**src/sv/mwf_pkg.sv**
```systemverilog
// ----------------------------------------------------------------------------
// mwf_pkg
// Types, codes and helpers for the right-hand wall follower.
// ----------------------------------------------------------------------------
`timescale 1ns / 1ps

package mwf_pkg;

  // Field widths
  localparam int X_W        = 7;
  localparam int Y_W        = 5;
  localparam int HDG_W      = 2;
  localparam int STS_W      = 3;
  localparam int ACT_W      = 2;
  localparam int MW_W       = 8;
  localparam int MH_W       = 6;
  localparam int CFG_IDX_W  = 3;
  localparam int CFG_DATA_W = 8;

  // Largest maze the coordinate fields can address
  localparam int FIELD_X_LIMIT = 128;
  localparam int FIELD_Y_LIMIT = 32;

  // Actions
  localparam logic [ACT_W-1:0] ACT_WRITE   = 2'd0;
  localparam logic [ACT_W-1:0] ACT_STEP    = 2'd1;
  localparam logic [ACT_W-1:0] ACT_RESTART = 2'd2;

  // Headings
  localparam logic [HDG_W-1:0] HDG_SOUTH = 2'd0;
  localparam logic [HDG_W-1:0] HDG_NORTH = 2'd1;
  localparam logic [HDG_W-1:0] HDG_WEST  = 2'd2;
  localparam logic [HDG_W-1:0] HDG_EAST  = 2'd3;

  // Result status
  localparam logic [STS_W-1:0] STS_WRITTEN     = 3'd0;
  localparam logic [STS_W-1:0] STS_TURNED_LEFT = 3'd1;
  localparam logic [STS_W-1:0] STS_MOVED       = 3'd2;
  localparam logic [STS_W-1:0] STS_EXITED      = 3'd3;
  localparam logic [STS_W-1:0] STS_START_WALL  = 3'd4;
  localparam logic [STS_W-1:0] STS_IGNORED     = 3'd5;
  localparam logic [STS_W-1:0] STS_RESTARTED   = 3'd6;

  // Configuration register indexes
  localparam logic [CFG_IDX_W-1:0] REG_MAZE_WIDTH    = 3'd0;
  localparam logic [CFG_IDX_W-1:0] REG_MAZE_HEIGHT   = 3'd1;
  localparam logic [CFG_IDX_W-1:0] REG_START_X       = 3'd2;
  localparam logic [CFG_IDX_W-1:0] REG_START_Y       = 3'd3;
  localparam logic [CFG_IDX_W-1:0] REG_START_HEADING = 3'd4;

  // Input beat
  typedef struct packed {
    logic [ACT_W-1:0] action;
    logic [X_W-1:0]   cell_x;
    logic [Y_W-1:0]   cell_y;
    logic             cell_is_wall;
  } in_item_t;

  // Result beat
  typedef struct packed {
    logic [X_W-1:0]   pos_x;
    logic [Y_W-1:0]   pos_y;
    logic [HDG_W-1:0] heading;
    logic [STS_W-1:0] status;
  } out_item_t;

  // Outcome of one cell probe
  typedef struct packed {
    logic           in_bounds;
    logic           border;
    logic [X_W-1:0] nx;
    logic [Y_W-1:0] ny;
  } probe_t;

  function automatic logic [HDG_W-1:0] turn_right(input logic [HDG_W-1:0] h);
    logic [HDG_W-1:0] r;
    unique case (h)
      HDG_SOUTH: r = HDG_WEST;
      HDG_NORTH: r = HDG_EAST;
      HDG_WEST:  r = HDG_NORTH;
      default:   r = HDG_SOUTH;
    endcase
    return r;
  endfunction

  function automatic logic [HDG_W-1:0] turn_left(input logic [HDG_W-1:0] h);
    logic [HDG_W-1:0] r;
    unique case (h)
      HDG_SOUTH: r = HDG_EAST;
      HDG_NORTH: r = HDG_WEST;
      HDG_WEST:  r = HDG_SOUTH;
      default:   r = HDG_NORTH;
    endcase
    return r;
  endfunction

endpackage

```
**src/sv/mwf_cell_unit.sv**
```systemverilog
// ----------------------------------------------------------------------------
// mwf_cell_unit
// Shared probe unit: neighbour coordinates, bounds, border and map address.
// ----------------------------------------------------------------------------
`timescale 1ns / 1ps

module mwf_cell_unit import mwf_pkg::*; #(
  parameter int EFF_W = 128,
  parameter int EFF_H = 32
) (
  input  logic [X_W-1:0]                   x,
  input  logic [Y_W-1:0]                   y,
  input  logic [HDG_W-1:0]                 dir,
  input  logic                             stay,
  input  logic [MW_W-1:0]                  lim_w,
  input  logic [MH_W-1:0]                  lim_h,
  output logic [$clog2(EFF_W*EFF_H)-1:0]   addr,
  output probe_t                           probe
);

  localparam int AW = $clog2(EFF_W*EFF_H);

  logic [MW_W-1:0] dx;
  logic [MH_W-1:0] dy;
  logic [MW_W-1:0] xe;
  logic [MH_W-1:0] ye;

  // Step offset; minus one wraps so it lands beyond any limit
  always_comb begin
    dx = '0;
    dy = '0;
    if (!stay) begin
      unique case (dir)
        HDG_SOUTH: dy = MH_W'(1);
        HDG_NORTH: dy = '1;
        HDG_WEST:  dx = '1;
        default:   dx = MW_W'(1);
      endcase
    end
  end

  assign xe = {1'b0, x} + dx;
  assign ye = {1'b0, y} + dy;

  assign probe.in_bounds = (xe < lim_w) && (ye < lim_h);
  assign probe.border    = (xe == '0) || (ye == '0) ||
                           (xe == lim_w - MW_W'(1)) || (ye == lim_h - MH_W'(1));
  assign probe.nx        = xe[X_W-1:0];
  assign probe.ny        = ye[Y_W-1:0];

  // Row-major address, stride is a constant
  assign addr = AW'(32'(ye) * EFF_W + 32'(xe));

endmodule

```
**config.mk**
```make
export PLATFORM = sky130hd
export DESIGN_NAME = mwf_cell_unit
export DESIGN_NICKNAME = d
export VERILOG_FILES = /design/src/sv/mwf_pkg.sv /design/src/sv/mwf_cell_unit.sv
export SDC_FILE = /design/constraint.sdc
export NUM_CORES = 1
export LEC_CHECK = 0
export BUFFER_PORTS_ARGS = -buffer_cell sky130_fd_sc_hd__clkbuf_2
export CAP_MARGIN = 20
export CORE_MARGIN = 8
export CORE_UTILIZATION = 52
export DETAILED_ROUTE_END_ITERATION = 12
export PLACE_DENSITY = 0.83
export REMOVE_ABC_BUFFERS = 1
export SLEW_MARGIN = 30
export SYNTH_ARGS = -nofsm -noshare
export SYNTH_HDL_FRONTEND = slang
export SYNTH_SLANG_ARGS = --single-unit
```
**constraint.sdc**
```tcl
create_clock -name vclk -period 3.9
set_input_delay 0.39 -clock vclk [all_inputs]
set_output_delay 0.39 -clock vclk [all_outputs]
set_load 0.005 [all_outputs]
```
# [After elaboration in Yosys (flattened, before gate mapping)]
# Cells that the tools add are included.
[classes] addsub=5 muxes=4 n_lt_le_gt_ge=2 n_eq_ne=4 reduce_logical=8
[op_table] operator="one-hot mux 8 bit (2 select lines)" n=1
[op_table] operator="adder 12 x 8 -> 12 bit" n=1
[op_table] operator="one-hot mux 6 bit (2 select lines)" n=1
[op_table] operator="adder 7 x 8 -> 8 bit" n=1
[op_table] operator="equality test 8 bit" n=1
[op_table] operator="zero test 8 bit" n=1
[op_table] operator="less-than comparator 8 bit" n=1
[op_table] operator="two-way mux 8 bit" n=1
[op_table] operator="subtractor 8 x 1 -> 8 bit (second input constant)" n=1
[op_table] operator="adder 5 x 6 -> 6 bit" n=1
[op_table] operator="equality test 6 bit" n=1
[op_table] operator="zero test 6 bit" n=1
[op_table] operator="less-than comparator 6 bit" n=1
[op_table] operator="two-way mux 6 bit" n=1
[op_table] operator="subtractor 6 x 1 -> 6 bit (second input constant)" n=1
[op_table] operator="logical OR 1 bit" n=3
[op_table] operator="equality test 2 x 1 -> 1 bit (second input constant)" n=1
[op_table] operator="equality test 2 bit (second input constant)" n=1
[op_table] operator="zero test 2 bit" n=1
[op_table] operator="OR reduction 2 bit" n=1
[op_table] operator="logical AND 1 bit" n=1
[totals] regBits=0 input_bits=29 output_inout_bits=26

# [Depth between registers and ports, before layout]
[depth] ltp_word=9 depth_mapped=15

# [Least setup slack after synthesis]
# OpenSTA, ideal clock, no wires.
[synth_timing] path_kind="input-to-output" from="input dir[0]" to="output probe[12] in the netlist's numbering" cell_stages=11 arrival_ns=3.106 n_path_buf=1 required_time_ns=3.510 setup_slack_ns=0.404 cell_sequence="or3b_2 buf_2 xnor2_1 ha_1 or4_2 mux2i_1 xor2_1 xnor2_1 o211ai_1 or4_1 nand3_1"
[synth_rtl] item="start, declared" line_no="mwf_cell_unit.sv:13" source="input logic [HDG_W-1:0] dir,"
[synth_rtl] item="end, declared" line_no="mwf_cell_unit.sv:18" source="output probe_t probe"

==> flow_summary.json <==
{
  "path_class": "in -> out",
  "yosysMostFrequentCell": "xnor2_1",
  "drt_iter0_markers": 38,
  "yosysTopAreaCellShare_pct": 23.3,
  "power_density_nw_per_um2": 133,
  "grt_usage_pct": 14.2,
  "worst_slack_ps": 273,
  "power_mw": 0.214,
  "gp_congestion": 0.863,
  "grt_overflow": 0,
  "route.detailed.drc": 0,
  "layout_min_cycle_time_ps": 3630,
  "synth_area_leader_cell": "ha_1",
  "slew_headroom_pct": 59.1,
  "regArea_sq_um": 0,
  "antenna_found_initial": 0,
  "critical_path_depth": 12,
  "dp_cells": 255,
  "die_h_um": 66.8,
  "drt-total-wl_mm": 3.31,
  "wl_per_cell_um": 13.0,
  "place_ws_ps": 124,
  "grt_max_degree": 12,
  "final.setup.tns_ps": 0,
  "drv_cap": 0,
  "syn_inst": 177,
  "hold_viol": 0,
  "cpPeakStageDelay_ps": 580,
  "post-route-period-util_pct": 93.0,
  "diodes": 0,
  "critical_path.max_fanout": 5,
  "place_hpwl_mm": 3.00,
  "p_leak_nw": 0.835,
  "vias": 1333,
  "start_util_pct": 54.7,
  "clkbuf_count": 0,
  "nets": 282,
  "pin_count": 55,
  "drive_above_1_share_pct": 31.1,
  "rows": 18,
  "syn_area_sq_um": 1340,
  "ys_types": 40,
  "area_growth_pct": 19.8,
  "grt_pass1_vias": 1291,
  "ir_drop_uv": 99.8,
  "n_fill_cell": 256,
  "worstPathRequired_ps": 3510,
  "fp.dieW_um": 66.8,
  "die_area_sq_um": 4460,
  "drt_first_pass_iters": 4,
  "core_area_sq_um": 2450,
  "rsz0062_at_grt": "no",
  "slowest_stage": "or4_2",
  "synth.avg_cell_area_sq_um": 7.58,
  "worstSetupStartpointType": "input port",
  "synthTopCellsByCount": "xnor2_1, ha_1, inv_1",
  "crit_family": "simple AND/OR/NAND/NOR gates",
  "tightest_slew_ps": 609,
  "finalSetupViolCount": 0,
  "seq_area_frac_synth_pct": 0,
  "crit_path_start": "dir[0]",
  "worstPathArrival_ps": 3240,
  "min_path_type": "in -> out",
  "seq_cells": 0,
  "fmax_mhz": 276,
  "io_buffers": 55,
  "synthTopCellsByArea": "ha_1, xnor2_1, inv_1",
  "timing.critical_path.buf_inv": 2,
  "status": "complete, no violations",
  "drtAntennaViolNets": 0,
  "worstPathCellList": "clkbuf_2 > or3b_4 > xnor2_1 > ha_1 > or4_2 > mux2i_4 > xor2_1 > xnor2_1 > o211ai_1 > or4_1 > nand3_1 > clkbuf_2",
  "maxSlewViolCount": 0,
  "grt_pass1_wl_mm": 5.39,
  "cp-end-kind": "primary output",
  "yosys_warnings": 0,
  "viasPerCell": 5.23,
  "fin_area_sq_um": 1610,
  "final_cells": 255,
  "endpoint": "probe[12]",
  "dpl_cell_area_sq_um": 1590
}
stage by stage:
stage / util, % / hold slack (ps)
final: 65.5 / 1150
after global routing: 65.5 / 1190
after CTS: 64.8 / 1160
after detailed placement: 64.8 / 1160
after global placement: 64.8 / 1160
after floorplan: - / 881
timing repair:
action                                  4_1_cts  5_1_grt
hold buffers                                  0        0
buffers inserted                              0        0
endpoints found under the hold margin         0        0
resized for setup                             0        4
endpoints found under the setup margin        0        2
kinds of logic after synthesis:
kind of cell | synth area share [%]
buf+inv | 13.8
simple gates | 25.3
xor+xnor | 22.2
mux | 1.49
compound gates | 12.5
fa+ha+maj | 24.8
routing by layer:
| metal | GRT usage (%) | vias to the layer above | wire (um) |
|---|---|---|---|
| li1 | - | 706 | - |
| met1 | 17.6 | 594 | 1430 |
| met2 | 26.9 | 33 | 1690 |
| met3 | 1.01 | 0 | 189 |
| met4 | 0.533 | 0 | 0 |
| met5 | 0 | - | 0 |
layout make-up:
cell class                 instances  area [sq um]  area share [%]
inverter                          22          82.6            5.14
multi-input combinational        143          1170            73.1
timing repair buffer              60           313            19.5
tap                               30          37.5            2.33
power breakdown:
part	switching, mW	internal (mW)
clock	0	0
combinational	0.110	0.104
sequential	0	0
tightest hold or removal path, stage by stage:
cell and delay [ps]:
clkbuf_2 80, ha_1 170, clkbuf_2 130
worst min path at each step:
stage / startpoint / slack [ps] / endpoint / depth (start not counted)
CTS: y[0] / 1160 / probe[0] / 3
detailed placement: y[0] / 1160 / probe[0] / 3
global placement: y[0] / 1160 / probe[0] / 3
floorplan: x[4] / 880 / addr[4] / 1
finish: y[0] / 1150 / probe[0] / 3
global route: y[0] / 1190 / probe[0] / 3
placed cells by master, fill, tap and decap left out, types with 4 or more instances in the layout:
cell and instances:
xor2_1 8, nor2_1 6, nand3_1 13, nand2_1 6, xnor2_1 26, o21ai_0 5
or3_1 4, a21oi_1 4, clkbuf_2 55, buf_4 5, ha_1 25, inv_1 22
o21a_1 6, nor4_1 5
(Power assumes the default switching activity.)
